===== src/rtl/pal_pkg.sv =====
// ----------------------------------------------------------------------------
// pal_pkg
// Shared types, sizes and element conversions for the positional array list.
// ----------------------------------------------------------------------------
package pal_pkg;

    localparam int CAPACITY     = 64;
    localparam int ELEMENT_BITS = 32;

    localparam int LEN_BITS = $clog2(CAPACITY + 1);
    localparam int IDX_BITS = (CAPACITY > 1) ? $clog2(CAPACITY) : 1;
    localparam int POS_BITS = 7;
    localparam int CMP_BITS = ((LEN_BITS > POS_BITS) ? LEN_BITS : POS_BITS) + 1;

    typedef logic [ELEMENT_BITS-1:0] elem_t;

    typedef enum logic [2:0] {
        MODE_CLEAR  = 3'd0,
        MODE_INSERT = 3'd1,
        MODE_DELETE = 3'd2,
        MODE_GET    = 3'd3,
        MODE_LOCATE = 3'd4
    } mode_t;

    typedef enum logic [1:0] {
        STAT_OK        = 2'd0,
        STAT_RANGE     = 2'd1,
        STAT_FULL      = 2'd2,
        STAT_NOT_FOUND = 2'd3
    } status_t;

    // Per-cell control, decoded once per accepted word
    typedef struct packed {
        logic capture;   // a word is accepted this cycle
        logic shift_up;  // take the left neighbor
        logic shift_dn;  // take the right neighbor
        logic load;      // take the incoming value
        logic hit;       // this cell is read by get or delete
        logic seek;      // this cell takes part in locate
    } cell_ctrl_t;

    function automatic elem_t to_elem(input logic signed [31:0] v);
        logic signed [63:0] w;
        w = 64'(v);
        return w[ELEMENT_BITS-1:0];
    endfunction

    function automatic logic [31:0] from_elem(input elem_t e);
        logic signed [63:0] w;
        w = 64'(signed'(e));
        return w[31:0];
    endfunction

endpackage


===== src/rtl/pal_cell.sv =====
// ----------------------------------------------------------------------------
// pal_cell
// One list entry: shifts with its neighbors, loads, and flags reads/matches.
// ----------------------------------------------------------------------------
module pal_cell (
    input  logic               aclk,
    input  pal_pkg::cell_ctrl_t ctrl,
    input  pal_pkg::elem_t     left_elem,
    input  pal_pkg::elem_t     right_elem,
    input  pal_pkg::elem_t     in_elem,
    output pal_pkg::elem_t     entry,
    output pal_pkg::elem_t     pick,
    output logic               match
);

    pal_pkg::elem_t entry_reg, entry_next;
    pal_pkg::elem_t pick_reg, pick_next;
    logic           match_reg, match_next;

    always_comb begin
        entry_next = entry_reg;
        pick_next  = pick_reg;
        match_next = match_reg;
        if (ctrl.capture) begin
            unique if (ctrl.load) begin
                entry_next = in_elem;
            end else if (ctrl.shift_up) begin
                entry_next = left_elem;
            end else if (ctrl.shift_dn) begin
                entry_next = right_elem;
            end else begin
                entry_next = entry_reg;
            end
            // capture the word before any shift moves it
            pick_next  = ctrl.hit ? entry_reg : '0;
            match_next = ctrl.seek && (entry_reg == in_elem);
        end
    end

    always_ff @(posedge aclk) begin
        entry_reg <= entry_next;
        pick_reg  <= pick_next;
        match_reg <= match_next;
    end

    assign entry = entry_reg;
    assign pick  = pick_reg;
    assign match = match_reg;

endmodule


===== config.mk =====
export PLATFORM = sky130hd
export DESIGN_NAME = pal_cell
export DESIGN_NICKNAME = d
export VERILOG_FILES = /design/src/rtl/pal_pkg.sv /design/src/rtl/pal_cell.sv
export SDC_FILE = /design/constraint.sdc
export NUM_CORES = 1
export LEC_CHECK = 0
export BUFFER_PORTS_ARGS = -buffer_cell sky130_fd_sc_hd__buf_2
export CELL_PAD_IN_SITES_DETAIL_PLACEMENT = 0
export CELL_PAD_IN_SITES_GLOBAL_PLACEMENT = 1
export CORE_MARGIN = 2
export CORE_UTILIZATION = 35
export DETAILED_ROUTE_END_ITERATION = 16
export PLACE_DENSITY_LB_ADDON = 0.1
export SLEW_MARGIN = 30
export SYNTH_ARGS = -nofsm -noshare
export SYNTH_HDL_FRONTEND = slang
export SYNTH_SLANG_ARGS = --single-unit

===== constraint.sdc =====
create_clock -name aclk -period 2.9 [get_ports aclk]
set_input_delay 0.29 -clock aclk [delete_from_list [all_inputs] [get_ports aclk]]
set_output_delay 0.29 -clock aclk [all_outputs]
set_load 0.005 [all_outputs]

### Word-level counts from Yosys, hierarchy flattened

Cells that the tools add are included.

| storage, ports and cells | value |
|---|---|
| flip-flop bits (word level) | 65 |
| output and inout bits | 65 |
| logic and storage cells | 10 |

| operators by class | value |
|---|---|
| equality and inequality tests | 1 |
| mux-type cells | 3 |
| reduce and logical (&&, ||, !) cells | 3 |

Operators with widths:

| operator | number |
|---|---|
| $mux W32 | 3 |
| $eq A32 B32 Y1 | 1 |
| $reduce_bool A3 Y1 | 1 |
| $reduce_and A2 Y1 | 1 |
| $logic_and A1 B1 Y1 | 1 |

### Longest topological paths before layout

Gate-level depths: netlist of the first run.

| depth | value |
|---|---|
| depth in word-level cells | 3 |
| mapped depth | 4 |
| mapped depth without buffers | 4 |

### Worst setup path before layout of the first run

No wires, ideal clock.

| timing | value |
|---|---|
| path type | input to register |
| start | input ctrl[4] (netlist bit) |
| end | register entry_reg[0], in the netlist entry[0] (enable) |
| arrival | 1.529 ns |
| required time | 2.506 ns |
| slack | 0.977 ns |
| stages | 3 |
| buffers on the path | 2 |
| path through | buf_2 > buf_4 > o31a_1 |

| between the ends | value |
|---|---|
| cells in the longest elaborated chain, start to end | 2 |

Ends and longest elaborated chain:

| what | line | text |
|---|---|---|
| start, declared | pal_cell.sv:7 | `input pal_pkg::cell_ctrl_t ctrl,` |
| $reduce_bool A3 Y1 (no line) | -- |  |
| $reduce_and A2 Y1 (no line) | -- |  |
| end signal, assigned | pal_cell.sv:41 | `entry_reg <= entry_next;` |
| end, declared | pal_cell.sv:16 | `pal_pkg::elem_t entry_reg, entry_next;` |

Every way passes these cells.
A chain may end at the register's enable or synchronous reset.

### Worst setup path after layout of the first run

| timing | value |
|---|---|
| start | register entry_reg[5], in the netlist entry[5] |
| end | register match_reg, in the netlist match, data pin |

| between the ends | value |
|---|---|
| cells in the longest elaborated chain, start to end | 2 |

Ends and longest elaborated chain:

| what | line | text |
|---|---|---|
| $eq A32 B32 Y1 | pal_cell.sv:36 | `match_next = ctrl.seek && (entry_reg == in_elem);` |
| $logic_and A1 B1 Y1 | pal_cell.sv:36 |  |
| end signal, assigned | pal_cell.sv:43 | `match_reg <= match_next;` |
| end, declared | pal_cell.sv:18 | `logic match_reg, match_next;` |

Every way passes these cells.

==> results.md, run 1 <==
- Chip width: 99.37 um
- CP bufs+invs: 0
- Crit-path slowest cell: nor4_1
- Worst hold stages: 3
- CTS sink cnt: 65
- DRT Wirelength: 8180 um
- Max VDD drop: 0.1749 mV
- Antenna cell count: 0
- Rel. slew slack: 0.6105
- CTS Buf Count: 9
- Largest net degree at the start of global routing: 65
- Max incr delay on CP: 0.50 ns
- Final Skew: 0.01137 ns
- RD Place Congestion: 0.7551
- Final Setup Violations: 0
- Max_cap viols: 0
- Hold_buf cts: 0
- Fill cells: 871
- Synth Area in Adders: 0
- Initial Util: 0.3632
- WL/cell: 15.35 um
- Power Density: 507.8 mW/mm^2
- Worst-path clk slew: 0.07 ns
- Fin Hold WS: 0.2578 ns
- Setup CP Type: register to register
- Synth Area in XOR/XNOR: 0.08805
- Hold path endpoint: entry[19]
- Fin nets: 524
- Drt pass-1 iters: 4
- Post-DRT Antenna Nets: 0
- Area after DPL: 0.004126 mm^2
- Commonest non-fill, non-tap cell in the layout: buf_2
- Hold Vio Cnt, Final: 0
- GRT Total Usage: 0.1660
- Register area share after synthesis: 0.6132
- FF-to-FF setup slack: 1.29 ns
- H-tree levels: 3
- Critical Path Start Type: register
- Initial antenna violation count: 0
- Syn Inst Count: 252
- RSZ-0062 raised after global routing: false
- Synth Area in Simple Gates: 0.1242
- CP cell instances: xor2_1 > nor4_1 > nand4_1 > nor3_2
- Gr ovfl total: 0
- Iter 0 DRT Violations: 77
- Worst Setup End Kind: register
- Leak Pwr: 1.947 nW
- Cell area after layout: 0.004279 mm^2
- Delay-heaviest family, CP: simple AND/OR/NAND/NOR gates
- CTS tree: yes
- Die Y: 99.37 um
- Crit path DAT: 1.80 ns
- First-pass GRT wire length: 12270 um
- Post-Route Setup TNS: 0 ns
- Final worst path period share: 0.5552
- Die area: 0.009873 mm^2
- Hold Path Class: input port to register
- #FFs+latches synth: 65
- Synth Area in Compound Gates: 0.05307
- Worst-path fanout max: 3
- Worst-skew pair later-pin latency: 0.34 ns
- Vias per cell: 4.568
- Ys Warns: 0
- Post-synthesis mux area share: 0.1006
- Vias: 2435
- Max Fclk: 621.1 MHz
- # DRC: 0
- Status: completed
- Worst Max-Slew Pin Slew: 0.5843 ns
- R2r endpoint: match
- Post-DP HPWL: 6120 um
- Worst min-delay path startpoint: in_elem[19]
- Max Slew Vio Count: 0
- Syn Nets: 355
- Placement row count: 34
- Synthesis-to-layout area growth: 34.43%
- I/O pins: 168
- Setup Fix Bufs, Post-CTS: 0
- Largest family of logic cells by synthesized area: simple AND/OR/NAND/NOR gates
- Minimum clock period after layout: 1.610 ns
- Mean Syn Cell Area: 12.63 um^2
- Share of layout cells above drive strength 1: 0.4376
- Yosys cell types: 16
- Port Buffers: 167
- Vias in the first global route: 2341
- Data required, critical path: 3.09 ns
- Commonest non-fill, non-tap cells in the layout: 167 x buf_2, 65 x edfxtp_1
- Reg2reg start: entry[5]
- Clock root buffer: clkbuf_8
- Reg2reg path depth: 4
- CTS Buffer Depth: 2
- Post-CTS sizing: 0
- Post-Syn Area: 0.003183 mm^2
- Core area: 0.008763 mm^2
[routing by layer]
metal,wire [um],up-vias,global-route usage
met2,4040,95,0.2791
met1,3444,1095,0.2025
met4,120,0,0.06322
met3,575,9,0.04779
met5,0,-,0
li1,-,1236,-
[worst max-delay path by stage]
stage                     startpoint         to  cells past startpoint
after floorplan              ctrl[4]   entry[0]                      3
after global placement       ctrl[4]  entry[22]                      3
after detailed placement     ctrl[4]  entry[22]                      3
after CTS                   entry[5]      match                      4
after global routing        entry[5]      match                      4
final                       entry[5]      match                      4
[worst reg2reg max path, stage by stage, from the launching register on]
cell      delay [ns]
edfxtp_1        0.41
xor2_1          0.18
nor4_1          0.50
nand4_1         0.19
nor3_2          0.19
[per-stage QoR]
step / power [mW] / setup WS, ns / instances / utilization
2_1_floorplan: 1.355 / 0.9772 / 252 / -
3_3_place_gp: 1.558 / 1.034 / 518 / 0.4709
3_5_place_dp: 1.566 / 0.9970 / 518 / 0.4709
4_1_cts: 2.206 / 1.228 / 533 / 0.4883
5_1_grt: 2.281 / 1.165 / 533 / 0.4883
6_report: 2.173 / 1.290 / 533 / 0.4883
[synth_stat cells]
library cell	number	share of area
clkbuf_1	9	0.011
buf_4	3	0.0071
and2_1	32	0.063
nand4_1	1	0.0020
mux2i_1	32	0.10
buf_2	2	0.0031
xnor2_1	1	0.0028
nor3_2	1	0.0031
o21ai_0	32	0.050
o31a_1	1	0.0028
nand3_1	2	0.0031
nand2_1	32	0.038
nor3_1	1	0.0016
nor4_1	7	0.014
xor2_1	31	0.085
edfxtp_1	65	0.61
[kinds of logic after synthesis]
kind of cell / after synthesis
AOI/OAI and AO/OA: 33
xor gates and xnor gates: 32
buffers and inverters: 14
DFF: 65
muxes: 32
and+or+nand+nor: 76
[layout make-up]
| class | instances | area [um^2] | area share |
|---|---|---|---|
| multi-input cells | 173 | 1166 | 0.2725 |
| clock inverters | 4 | 21.27 | 0.004971 |
| well taps | 108 | 135.1 | 0.03158 |
| clock buffers | 11 | 131.4 | 0.03070 |
| flip-flops and latches | 65 | 1952 | 0.4561 |
| repair buffers | 172 | 873.3 | 0.2041 |
[report_power, final]
group | internal (mW) | switching [mW]
clock network | 0.300 | 0.338
registers | 1.13 | 0.0462
logic | 0.180 | 0.174
total | 1.61 | 0.559
Power figures use the tool's default switching activity.
==> inputs of run 2 (changes only) <==
--- a/config.mk
+++ b/config.mk
@@ -5,11 +5,12 @@
 export SDC_FILE = /design/constraint.sdc
 export NUM_CORES = 1
 export LEC_CHECK = 0
+export ABC_AREA = 1
 export BUFFER_PORTS_ARGS = -buffer_cell sky130_fd_sc_hd__buf_2
 export CELL_PAD_IN_SITES_DETAIL_PLACEMENT = 0
 export CELL_PAD_IN_SITES_GLOBAL_PLACEMENT = 1
 export CORE_MARGIN = 2
-export CORE_UTILIZATION = 35
+export CORE_UTILIZATION = 30
 export DETAILED_ROUTE_END_ITERATION = 16
 export PLACE_DENSITY_LB_ADDON = 0.1
 export SLEW_MARGIN = 30
==> constraint.sdc (replaced) <==
create_clock -name aclk -period 1.4 [get_ports aclk]
set_input_delay 0.14 -clock aclk [delete_from_list [all_inputs] [get_ports aclk]]
set_output_delay 0.14 -clock aclk [all_outputs]
set_load 0.005 [all_outputs]
==> run 2 against run 1 <==
Wire length is 33% higher. Clock skew decreased by 0.0082 ns. Cell count increased by 34%. Setup slack lost 1.1 ns. Maximum frequency up 29%. Core utilization shrank 7.1 points. Critical endpoint unchanged. Total power rose by 140%. Critical path type unchanged. Sequential power is 110% higher. Largest cell class unchanged. Via count increased by 30%. Design area grew 9.9%.
==> results.md, run 2 <==
- Status: completed (unchanged)
- # DRC: 0 (unchanged)
- Commonest non-fill, non-tap cell in the layout: buf_2 (unchanged)
- Gr ovfl total: 0 (unchanged)
- Post-DP HPWL: 7976 um (was 6120 um)
- GRT Total Usage: 0.1797 (was 0.1660)
- CP endpoint: match (unchanged)
- Crit path DAT: 1.44 ns (was 1.80 ns)
- Vias in the first global route: 3297 (was 2341)
- H-tree levels: 3 (unchanged)
- Drt pass-1 iters: 4 (unchanged)
- Post-Route Setup TNS: 0 ns (unchanged)
- M1 GR Usage: 0.2220 (was 0.2025)
- Post-synth top area cell: edfxtp_1 (unchanged)
- Worst Max-Slew Pin Slew: 0.7527 ns (was 0.5843 ns)
- Syn Inst Count: 395 (was 252)
- Ys Warns: 0 (unchanged)
- Worst path depth: 7 (was 4)
- Final Skew: 0.003191 ns (was 0.01137 ns)
- Leak Pwr: 2.482 nW (was 1.947 nW)
- Die Y: 110.9 um (was 99.37 um)
- Async set or reset register ratio after synthesis: 0 (unchanged)
- Fin nets: 671 (was 524)
- Worst-path clk slew: 0.05 ns (was 0.07 ns)
- Syn Nets: 498 (was 355)
- I/O pins: 168 (unchanged)
- #FFs+latches synth: 65 (unchanged)
- Fin worst setup slack: 0.1527 ns (was 1.290 ns)
- Reg2reg start: entry[20] (was entry[5])
- Post-synth EDFFs: 65 (unchanged)
- Reg2reg path depth: 7 (was 4)
- Max Fclk: 801.8 MHz (was 621.1 MHz)
- CP cell instances: nand2_1 > nand2_1 > nor2_1 > nand2_1 > nor2_2 > nand3_1 > nor2_1 (was xor2_1 > nor4_1 > nand4_1 > nor3_2)
- Vias per cell: 4.432 (was 4.568)
- Most used DFF post-synth: edfxtp_1 (unchanged)
- Core area: 0.01127 mm^2 (was 0.008763 mm^2)
- Initial antenna violation count: 2 (was 0)
- FF-to-FF setup slack: 0.15 ns (was 1.29 ns)
- RD Place Congestion: 0.7977 (was 0.7551)
- Final Setup Violations: 0 (unchanged)
- Most Crowded Layer GR: met2 (unchanged)
- Rel. slew slack: 0.4982 (was 0.6105)
- Initial Util: 0.3040 (was 0.3632)
- Crit-path slowest cell: edfxtp_1 (was nor4_1)
- Share of layout cells above drive strength 1: 0.3386 (was 0.4376)
- Most frequent CP cell: nand2_1
- Max_cap viols: 0 (unchanged)
- Vias: 3169 (was 2435)
- Port Buffers: 167 (unchanged)
- Mean Syn Cell Area: 8.676 um^2 (was 12.63 um^2)
- Max VDD drop: 0.4572 mV (was 0.1749 mV)
- Hold Path Class: input port to register (unchanged)
- Met3 GRT Util: 0.03773 (was 0.04779)
- Worst-path fanout max: 4 (was 3)
- Post-Syn Area: 0.003427 mm^2 (was 0.003183 mm^2)
- Yosys top cell area share: 0.5696 (was 0.6132)
- Place WS: 0.1011 ns (was 0.9970 ns)
- Placed cells: 698 (was 518)
- Crit path from: entry[20] (was entry[5])
- Fill cells: 1205 (was 871)
- Largest net degree at the start of global routing: 37 (was 65)
- Hold Vio Cnt, Final: 0 (unchanged)
- Final worst path period share: 0.8909 (was 0.5552)
- Chip width: 110.9 um (was 99.37 um)
- CP bufs+invs: 0 (unchanged)
- CTS Buffer Depth: 2 (unchanged)
- Area after DPL: 0.004437 mm^2 (was 0.004126 mm^2)
- CTS tree: yes (unchanged)
- Power Density: 1122 mW/mm^2 (was 507.8 mW/mm^2)
- Finished Layout Cells: 715 (was 533)
- Delay-heaviest family, CP: simple AND/OR/NAND/NOR gates (unchanged)
- CTS sink cnt: 65 (unchanged)
- Synth cell count leaders: 124 x nand2_1, 68 x inv_1, 65 x edfxtp_1 (was 65 x edfxtp_1, 32 x and2_1, 32 x mux2i_1, 32 x nand2_1, 32 x o21ai_0)
- Minimum clock period after layout: 1.247 ns (was 1.610 ns)
- Met2 global-route usage: 0.3035 (was 0.2791)
- Synth top area cells: edfxtp_1 57%, nand2_1 14%, inv_1 7.4% (was edfxtp_1 61%, mux2i_1 10%, xor2_1 8.5%)
- CTS Buf Count: 9 (unchanged)
- Worst Setup End Kind: register (unchanged)
- Post-DRT Antenna Nets: 0 (unchanged)
- RSZ-0062 raised after global routing: false (unchanged)
- Setup CP Type: register to register (unchanged)
- Commonest non-fill, non-tap cells in the layout: 167 x buf_2, 124 x nand2_1, 68 x inv_1 (was 167 x buf_2, 65 x edfxtp_1)
- Multi-input logic area: 0.001110 mm^2 (was 0.001166 mm^2)
- Critical Path Start Type: register (unchanged)
- Reg area: 0.001952 mm^2 (unchanged)
- DRT Wirelength: 10900 um (was 8180 um)
- Die area: 0.01229 mm^2 (was 0.009873 mm^2)
- Max Slew Vio Count: 0 (unchanged)
- Yosys cell types: 17 (was 16)
- Iter 0 DRT Violations: 130 (was 77)
- Final core utilization: 0.4170 (was 0.4883)
- Register area share after synthesis: 0.5696 (was 0.6132)
- Worst-skew pair later-pin latency: 0.33 ns (was 0.34 ns)
- WL/cell: 15.24 um (was 15.35 um)
- Most frequent cell after synthesis: nand2_1 (was edfxtp_1)
- Data required, critical path: 1.59 ns (was 3.09 ns)
- Synthesis-to-layout area growth: 37.17% (was 34.43%)
- First-pass GRT wire length: 16950 um (was 12270 um)
- Cell area after layout: 0.004701 mm^2 (was 0.004279 mm^2)
- Max incr delay on CP: 0.43 ns (was 0.50 ns)
- Clock root buffer: clkbuf_16 (was clkbuf_8)
- Placement row count: 39 (was 34)
- R2r endpoint: match (unchanged)
run 2: cell count changes in the layout (fill, tap and decap cells not counted), moves of 8 or more:
cell	delta
a21oi_1	+46
a22oi_1	+18
and2_1	-32
clkbuf_16	+9
clkbuf_8	-9
inv_1	+68
mux2i_1	-32
nand2_1	+92
nor2_1	+36
o21ai_0	-29
xnor2_1	+8
xor2_1	-30
run 2: worst min-delay path, stage by stage:
cell	delay [ns]
buf_2	0.10
nor2_1	0.04
a21oi_1	0.10
run 2: power breakdown:
group	internal, mW	leakage (nW)	switching [mW]	total (mW)
combinational	0.403	1.71	0.484	0.886
clock	1.16	0.119	0.772	1.93
sequential	2.35	0.652	0.104	2.46
total	3.92	2.48	1.36	5.28
run 2: what timing repair did:
item,in CTS,in global routing
endpoints found under the setup margin,0,1
resized for setup,0,1
hold buffers,0,0
buffers inserted,0,2
run 2: final cells by class:
cell class,count,area share
Tap cell,143,0.03806
Multi-Input combinational cell,243,0.2361
Timing Repair Buffer,179,0.2023
Inverter,70,0.05590
Clock inverter,2,0.001863
Sequential cell,65,0.4152
Antenna cell,2,0.001065
Clock buffer,11,0.04951
run 2: worst min path at each step:
stage | slack (ns) | start | to | cells after the start
6_report | 0.17 | in_elem[2] | entry[2] | 3
5_1_grt | 0.17 | in_elem[0] | entry[0] | 3
4_1_cts | 0.15 | in_elem[8] | entry[8] | 3
3_5_place_dp | 0.50 | left_elem[0] | entry[0] | 3
3_3_place_gp | 0.49 | left_elem[0] | entry[0] | 3
2_1_floorplan | 0.25 | ctrl[5] | match | 0
run 2: metal layers:
metal | vias to the layer above | wire length [um]
met5 | - | 0
met4 | 0 | 269
met3 | 17 | 552
met2 | 101 | 5147
met1 | 1440 | 4929
li1 | 1611 | -
run 2: cell families after synthesis:
kind of cell,after synthesis,synth area share
AND/OR/NAND/NOR,163,0.1793
buffers and inverters,87,0.1077
AO/OA/AOI/OAI,70,0.1179
flip-flops,65,0.5696
XOR/XNOR,10,0.02556
run 2: stage by stage:
stage	hold WS (ns)	power [mW]
2_1_floorplan	0.2525	2.904
3_3_place_gp	0.4879	3.389
3_5_place_dp	0.4981	3.391
4_1_cts	0.1538	5.358
5_1_grt	0.1749	5.558
6_report	0.1685	5.275
==> inputs of run 3 (changes only) <==
--- a/config.mk
+++ b/config.mk
@@ -7,10 +7,10 @@
 export LEC_CHECK = 0
 export ABC_AREA = 1
 export BUFFER_PORTS_ARGS = -buffer_cell sky130_fd_sc_hd__buf_2
-export CELL_PAD_IN_SITES_DETAIL_PLACEMENT = 0
-export CELL_PAD_IN_SITES_GLOBAL_PLACEMENT = 1
+export CELL_PAD_IN_SITES_DETAIL_PLACEMENT = 2
+export CELL_PAD_IN_SITES_GLOBAL_PLACEMENT = 2
 export CORE_MARGIN = 2
-export CORE_UTILIZATION = 30
+export CORE_UTILIZATION = 23
 export DETAILED_ROUTE_END_ITERATION = 16
 export PLACE_DENSITY_LB_ADDON = 0.1
 export SLEW_MARGIN = 30
==> run 3 against run 2 <==
Wire length is 19% higher. Clock power rose by 25%. Maximum frequency is 0.18% higher. Core utilization fell by 8.7 points. Via count rose by 4.2%. Sequential share of layout area shrank 0.84 points. Worst hold slack worse by 0.0061 ns. Clock skew is 0.0010 ns higher. Design area increased by 2.1%. Setup slack improved by 0.0023 ns. Global-route usage fell by 1.1 points. First-iteration DRC count up 9.2%. Largest cell class unchanged.
==> results.md, run 3 (synthesis gave the netlist of run 2 again) <==
- Max_cap viols: 0 (unchanged)
- Power Density: 1208 mW/mm^2 (was 1122 mW/mm^2)
- Hold Vio Cnt, Final: 0 (unchanged)
- Max VDD drop: 0.7845 mV (was 0.4572 mV)
- WL/cell: 17.16 um (was 15.24 um)
- First-pass GRT wire length: 20200 um (was 16950 um)
- Core area: 0.01453 mm^2 (was 0.01127 mm^2)
- Post-Route Setup TNS: 0 ns (unchanged)
- Largest net degree at the start of global routing: 40 (was 37)
- Worst-path fanout max: 4 (unchanged)
- Final Setup Violations: 0 (unchanged)
- Commonest non-fill, non-tap cells in the layout: 167 x buf_2, 124 x nand2_1, 68 x inv_1 (unchanged)
- Initial antenna violation count: 1 (was 2)
- CTS Buffer Depth: 2 (unchanged)
- Clock root buffer: clkbuf_16 (unchanged)
- Final Skew: 0.004200 ns (was 0.003191 ns)
- Leak Pwr: 2.505 nW (was 2.482 nW)
- Gr ovfl total: 0 (unchanged)
- Max Fclk: 803.2 MHz (was 801.8 MHz)
- Drt pass-1 iters: 4 (unchanged)
- Die Y: 126.1 um (was 110.9 um)
- Crit-path slowest cell: edfxtp_1 (unchanged)
- Vias per cell: 4.362 (was 4.432)
- CP bufs+invs: 0 (unchanged)
- Worst Setup End Kind: register (unchanged)
- Post-DP HPWL: 9867 um (was 7976 um)
- Initial Util: 0.2358 (was 0.3040)
- Post-DRT Antenna Nets: 0 (unchanged)
- Port Buffers: 167 (unchanged)
- Fin nets: 670 (was 671)
- Max incr delay on CP: 0.44 ns (was 0.43 ns)
- Worst-skew pair later-pin latency: 0.34 ns (was 0.33 ns)
- Rel. slew slack: 0.5012 (was 0.4982)
- CTS sink cnt: 65 (unchanged)
- GRT Total Usage: 0.1687 (was 0.1797)
- DRT Wirelength: 12990 um (was 10900 um)
- Delay-heaviest family, CP: simple AND/OR/NAND/NOR gates (unchanged)
- Minimum clock period after layout: 1.245 ns (was 1.247 ns)
- RSZ-0062 raised after global routing: false (unchanged)
- Critical Path Start Type: register (unchanged)
- Final worst path period share: 0.8893 (was 0.8909)
- CTS tree: yes (unchanged)
- CTS Buf Count: 9 (unchanged)
- Multi-input logic area: 0.001110 mm^2 (unchanged)
- Data required, critical path: 1.61 ns (was 1.59 ns)
- I/O pins: 168 (unchanged)
- H-tree levels: 3 (unchanged)
- Hold Path Class: input port to register (unchanged)
- Placement row count: 44 (was 39)
- Vias in the first global route: 3629 (was 3297)
- # DRC: 0 (unchanged)
- Reg area: 0.001952 mm^2 (unchanged)
- Status: completed (unchanged)
- Commonest non-fill, non-tap cell in the layout: buf_2 (unchanged)
- Synthesis-to-layout area growth: 40.01% (was 37.17%)
- Die area: 0.01589 mm^2 (was 0.01229 mm^2)
- Worst-path clk slew: 0.06 ns (was 0.05 ns)
- Max Slew Vio Count: 0 (unchanged)
- Setup CP Type: register to register (unchanged)
- Vias: 3302 (was 3169)
- Crit path DAT: 1.45 ns (was 1.44 ns)
- Worst Max-Slew Pin Slew: 0.7481 ns (was 0.7527 ns)
- Hold_buf cts: 0 (unchanged)
- CP cell instances: nand2_1 > nand2_1 > nor2_1 > nand2_1 > nor2_1 > nand3_1 > nor2_1 (was nand2_1 > nand2_1 > nor2_1 > nand2_1 > nor2_2 > nand3_1 > nor2_1)
- Iter 0 DRT Violations: 142 (was 130)
- Fill cells: 1719 (was 1205)
- Share of layout cells above drive strength 1: 0.3427 (was 0.3386)
- RD Place Congestion: 0.7434 (was 0.7977)
- Chip width: 126.1 um (was 110.9 um)
- Fin Hold WS: 0.1624 ns (was 0.1685 ns)
[run 3: changes by cell type in the layout (fill, tap and decap cells not counted), sizes merged]
cell,change
clkinv,+2
diode,-1
bufinv,+2
clkbuf,-2
buf,-1
clkinvlp,+1
[run 3: where the power goes]
group	internal [mW]	switching (mW)	total [mW]
registers	2.35	0.117	2.47
clock network	1.54	0.880	2.42
logic	0.396	0.509	0.905
[run 3: final cells by class]
| type | instances | area share |
|---|---|---|
| multi-input combinational | 243 | 0.2313 |
| clock buffer | 9 | 0.04694 |
| sequential | 65 | 0.4068 |
| clock inverter | 7 | 0.01773 |
| timing repair buffer | 178 | 0.1940 |
| antenna | 1 | 0.0005215 |
| tap | 184 | 0.04798 |
| inverter | 70 | 0.05476 |
[run 3: per-stage QoR]
stage	power, mW	instances	worst slack (ns)	area [um^2]	utilization
3_5_place_dp	3.436	739	0.06251	4476	0.3079
2_1_floorplan	2.904	395	0.2296	3428	-
3_3_place_gp	3.409	739	0.07128	4476	0.3079
6_report	5.794	757	0.1550	4798	0.3301
4_1_cts	5.897	755	0.03814	4786	0.3293
5_1_grt	6.093	756	0.01256	4796	0.3300
[run 3: worst paths after layout]
kind | depth (start not counted) | slack [ns] | end | start
worst max-delay path | 7 | 0.16 | match | entry[20]
worst min-delay path | 3 | 0.16 | entry[30] | left_elem[30]
worst max register to register | 7 | 0.16 | match | entry[20]
worst min register to register | 2 | 0.58 | pick[24] | entry[24]
[run 3: what timing repair did]
item / in CTS / in global routing
gates resized for setup: 0 / 1
setup endpoints to repair: 0 / 1
buffers inserted: 0 / 1
[run 3: worst min-delay path, delay by kind of cell]
kind                   cells  cell delay, ns
AOI/OAI and AO/OA          2            0.16
buffers and inverters      1            0.08
[run 3: layer usage]
layer,wire (um),global-route usage,up-vias
li1,-,-,1607
met2,6408,0.2846,90
met5,7,0,-
met4,165,0.04654,2
met3,717,0.05140,14
met1,5693,0.2094,1589
